File: config.mk
export PLATFORM = sky130hd
export DESIGN_NAME = tbp_init
export DESIGN_NICKNAME = d
export VERILOG_FILES = /design/src/rtl/tbp_init.sv
export SDC_FILE = /design/constraint.sdc
export NUM_CORES = 1
export LEC_CHECK = 0
export ABC_AREA = 1
export BUFFER_PORTS_ARGS = -buffer_cell sky130_fd_sc_hd__buf_2
export CORE_MARGIN = 2
export CORE_UTILIZATION = 54
export DETAILED_ROUTE_END_ITERATION = 16
export PLACE_DENSITY = 0.89
export SYNTH_ARGS = -nofsm -noshare
export SYNTH_HDL_FRONTEND = slang
export SYNTH_SLANG_ARGS = --single-unit
export TNS_END_PERCENT = 100
File: constraint.sdc
create_clock -name clock -period 3.7 [get_ports clock]
set_clock_uncertainty 0.05 [all_clocks]
set_input_delay 0 -clock clock [delete_from_list [all_inputs] [get_ports clock]]
set_output_delay 0 -clock clock [all_outputs]
set_load 0.05 [all_outputs]
File: src/rtl/tbp_init.sv
// Post-reset clearing sequencer: sweeps every table address once.
// Depends on nothing but its parameter.
module tbp_init #(
   parameter int unsigned SWEEP_BITS = 14
) (
   input  logic                  clock,
   input  logic                  reset,
   output logic                  busy,
   output logic [SWEEP_BITS-1:0] index
);

   logic                  busy_ff, busy_in;
   logic [SWEEP_BITS-1:0] idx_ff, idx_in;

   always_comb begin
      busy_in = busy_ff;
      idx_in  = idx_ff;
      if (busy_ff) begin
         idx_in = idx_ff + 1'b1;
         // last address written this cycle
         if (&idx_ff) busy_in = 1'b0;
      end
   end

   always_ff @(posedge clock) begin
      if (reset) begin
         busy_ff <= 1'b1;
         idx_ff  <= '0;
      end else begin
         busy_ff <= busy_in;
         idx_ff  <= idx_in;
      end
   end

   assign busy  = busy_ff;
   assign index = idx_ff;

endmodule

After elaboration in Yosys (flattened, before gate mapping)
Index checks and enable logic that the tools add are counted.
{"block": "op_classes", "n_bitwise": 0, "shift": 0, "n_eq_ne": 0, "n_reduce_logical": 1, "add_sub_neg": 1, "n_mux": 2, "order_cmp": 0, "mul": 0, "div_mod_pow": 0}
{"op": "$add 14x1->14 const B", "count": 1}
{"op": "$reduce_and 14->1", "count": 1}
{"op": "$mux 1", "count": 2}
{"block": "word_totals", "mem_bits_ro": 0, "word_cells": 6, "ram_bits": 0, "ff_bits": 15, "latch_bits": 0, "mem_count": 0}

Depth between registers and ports, before layout
{"block": "logic_depth", "word_depth": 3, "ltp_mapped": 7, "ltp_nobuf": 7}

Least setup slack after synthesis
OpenSTA, ideal clock, no wires.
{"block": "synth_path", "path_kind": "flip-flop to flip-flop", "start": "reg idx_ff[0] (netlist: index[0])", "end": "reg idx_ff[12] (netlist: index[12])", "n_path_buf": 0, "setup_ps": 116, "required_ps": 3534, "path_slack_ps": 2054, "synth_period_minus_slack_ps": 1646, "path_stages_with_launch": 7, "t_arrival_ps": 1480, "path_cell_list": "dfxtp_1 -> ha_1 -> nand3_1 -> nor2_4 -> nand2_2 -> o21ai_0 -> nor2_1"}
{"block": "synth_between", "elab_chain_cells": 1}
{"item": "start, declared", "line": "13", "text": "logic [SWEEP_BITS-1:0] idx_ff, idx_in;"}
{"item": "start signal, assigned", "line": "31", "text": "idx_ff <= idx_in;"}
{"item": "$add 14x1->14", "line": "19", "text": "idx_in = idx_ff + 1'b1;"}
No other way between the ends.
A chain may end at the register's enable or synchronous reset.

Worst setup path in the final report
{"block": "layout_path", "start": "reg idx_ff[0] (netlist: index[0])", "end": "reg idx_ff[6] (netlist: index[6])"}
The elaborated chain is that of the path after synthesis.

==> impl_summary.txt <==
----------------------------------------------------
[Run status]
  Outcome ... completed

[Power]
  Switch share ... 0.267
  Standby leakage power ... 0.380 nW
  Clock network power share ... 0.335
  Power per Cell Area ... 330 nW/um^2
  Maximum VDD drop ... about 220 uV
  Net switching power of the design ... approximately 0.000077 W
  Share of total power in combinational logic ... 0.083
  Internal power consumption ... between 0.0002 and 0.00025 W
  Relative contribution of sequential cells to total power ... 0.582

[Place]
  HPWL after detailed placement ... ~1.1 mm
  Cell total after placement ... 139
  PortBufs ... 16
  Gpl congestion ... around 0.81

[Clock tree]
  CTS tree ... yes
  Number of H-tree levels ... 1
  Total clock buffers created by CTS ... 3
  Clock transition at path regs ... ~100 ps
  Cell at the root of the clock tree ... clkbuf_4
  Number of buffers on the longest clock path ... 2
  Clock Sinks ... 15
  Worst-skew pair later-pin latency ... between 200 and 300 ps
  Post_cts resized ... 0

[Cells and area]
  Non-filler instance count after layout ... ~140
  Number of inserted diodes ... 0
  Final-stage net count ... 133
  Layout filler cell count ... ~130
  Fraction of layout cells with a size suffix above 1 ... 0.202
  P&R area growth vs syn ... 16.6%

[Synth]
  Count of cell types in the netlist ... 17
  Post-Syn Nets ... approximately 110
  Register bit total from synthesis ... 15
  Summed instance area of the synthesized netlist ... 748 um^2
  Total of warnings raised by yosys ... 0
  Fraction of the yosys area taken by sequential cells ... 0.401
  Mean Syn Cell Area ... ~6.8 um^2
  Number of cells produced by synthesis ... 110
  Leading cell types by total area after synthesis ... dfxtp_1 40%, nand2_1 13%, nor2_1 12%, inv_1 6.5%, nand3_1 4.7%
  Area fraction of the dominant cell type after synthesis ... 0.401
  Dominant cell type by area after synthesis ... dfxtp_1

[Setup path]
  Biggest fanout along the worst timing path ... 5
  Worst setup startpoint ... index[0]
  Crit end category ... register
  CP Data Arrival Time ... 1500 ps
  Startpoint of the worst register-to-register path ... index[0]
  Startpoint types ... register
  Data required, critical path ... 3840 ps
  Type of the setup path with the least slack ... register to register

[Detailed routing]
  Remaining antenna violation count ... 0
  Detailed Route Iter0 Violations ... 21
  Total iterations of the first detailed-routing run ... 4
  DR WL/cell ... 10.7 um
  Average via count per standard cell ... between 4 and 5
  Count of vias placed by the detailed router ... 710
  Remaining design rule violation count ... 0
  Wire length reported by the detailed router ... 1.54 mm

[STA]
  Hold slack final ... between 300 and 400 ps
  Number of setup violations in the final report ... 0
  Maximum clock frequency ... 737 MHz
  Final TNS setup ... 0 ps
  Fin crit period ... 1360 ps
  Final hold viol count ... 0
  Transition time at the pin with the least slew margin ... about 350 ps
  Remaining max-slew budget at the tightest pin ... 0.766
  Unrepaired setup endpoints after global routing ... false
  Max Slew Vio Count ... 0
  Period utilization ... 0.367

[Floorplanning]
  IO Pins ... 17
  Std-Cell Rows ... 13
  Horizontal die dimension ... 41.2 um
  Effective utilization at floorplan ... 0.575
  Area of the core ... about 1300 um^2
  Die ar. ... ~1700 um^2
  Die boundary height ... 41.2 um

[Flow run]
  Number of maximum-capacitance constraint violations ... 0

[GRT]
  Number of global-route vias before repair ... 588
  Total routing resource utilization after global routing ... 0.219
  Initial antenna violation count ... 0
  Maximum number of pins on one net before global-route repair ... 14
  Residual overflow from global routing ... 0
  First-pass GRT wire length ... around 2.4 mm

[Worst hold path]
  Class of the tightest hold or removal check ... input pin to register
  Worst min-delay path startpoint ... reset

----------------------------------------------------
registers in the layout, indices dropped and copies added (netlist names):
signal  cells
index      14
busy        1
layout by cell type, fill, tap and decap left out, drive strengths merged:
cell type	count
nor3	2
clkbuf	3
nand3	9
o21ai	6
dfxtp	15
a21oi	5
buf	16
nor2	26
ha	1
nand4	2
clkinv	1
dlygate4sd3	1
inv	13
nand2	27
xnor2	2
power by group through the flow:
stage	logic (W)	registers, W	clock network (W)
after floorplan	0.00000895	0.000180	0
after global routing	0.0000261	0.000168	0.000102
after CTS	0.0000241	0.000167	0.0000964
after detailed placement	0.0000233	0.000171	0
final	0.0000239	0.000168	0.0000966
after global placement	0.0000227	0.000171	0
what timing repair did:
action	in CTS	in global routing
setup buffers	0	0
endpoints found under the hold margin	2	0
hold buffers	1	0
per-layer routing:
layer | vias to the layer above | global-route usage | wire [um]
li1 | 381 | - | -
met3 | 2 | 0.0326 | 51
met2 | 15 | 0.328 | 700
met1 | 312 | 0.307 | 771
met5 | - | 0 | 0
met4 | 0 | 0.0968 | 17
per-stage QoR:
stage | total power [W] | area [um^2] | setup slack [ps] | util
2_1_floorplan | 0.000189 | 748 | 2050 | -
3_3_place_gp | 0.000194 | 835 | 2440 | 0.641
3_5_place_dp | 0.000194 | 835 | 2360 | 0.641
4_1_cts | 0.000288 | 872 | 2350 | 0.670
5_1_grt | 0.000296 | 872 | 2190 | 0.670
6_report | 0.000288 | 872 | 2340 | 0.670
Yosys cell counts, drive strengths merged:
cell type,n
o21ai,6
xnor2,2
nor2,26
nand2,27
inv,13
nand3,9
nand4,2
buf,2
dfxtp,15
ha,1
nor3,2
a21oi,5
final cells by class:
class | count | area [um^2] | share of cell area
tap | 15 | 18.8 | 0.0215
clock inverter | 1 | 5.00 | 0.00574
timing repair buffer | 17 | 90.1 | 0.103
sequential | 15 | 300 | 0.344
multi-input combinational | 80 | 387 | 0.443
clock buffer | 3 | 22.5 | 0.0258
inverter | 13 | 48.8 | 0.0560
worst paths after layout:
kind                to  slack, ps  cells after the start
max           index[6]       2340                      6
min reg2reg  index[12]        510                      4
min           index[4]        390                      3
max reg2reg   index[6]       2340                      6
kinds of logic (layout without fill, tap and decap cells):
family	count (synthesis)	count (layout)	share of synthesized area
fa+ha+maj	1	1	0.0167
flops	15	15	0.401
xor+xnor	2	2	0.0234
buf+inv	15	34	0.0819
compound gates	11	11	0.0736
simple gates	66	66	0.403
critical path, cell delays in order, from the launching register on:
cell and delay (ps):
dfxtp_1 410, ha_1 210, nand3_1 130, nor3_1 240, nand2_1 90, nand2_1 80, nor2_1 50
Power figures use the tool's default switching activity.
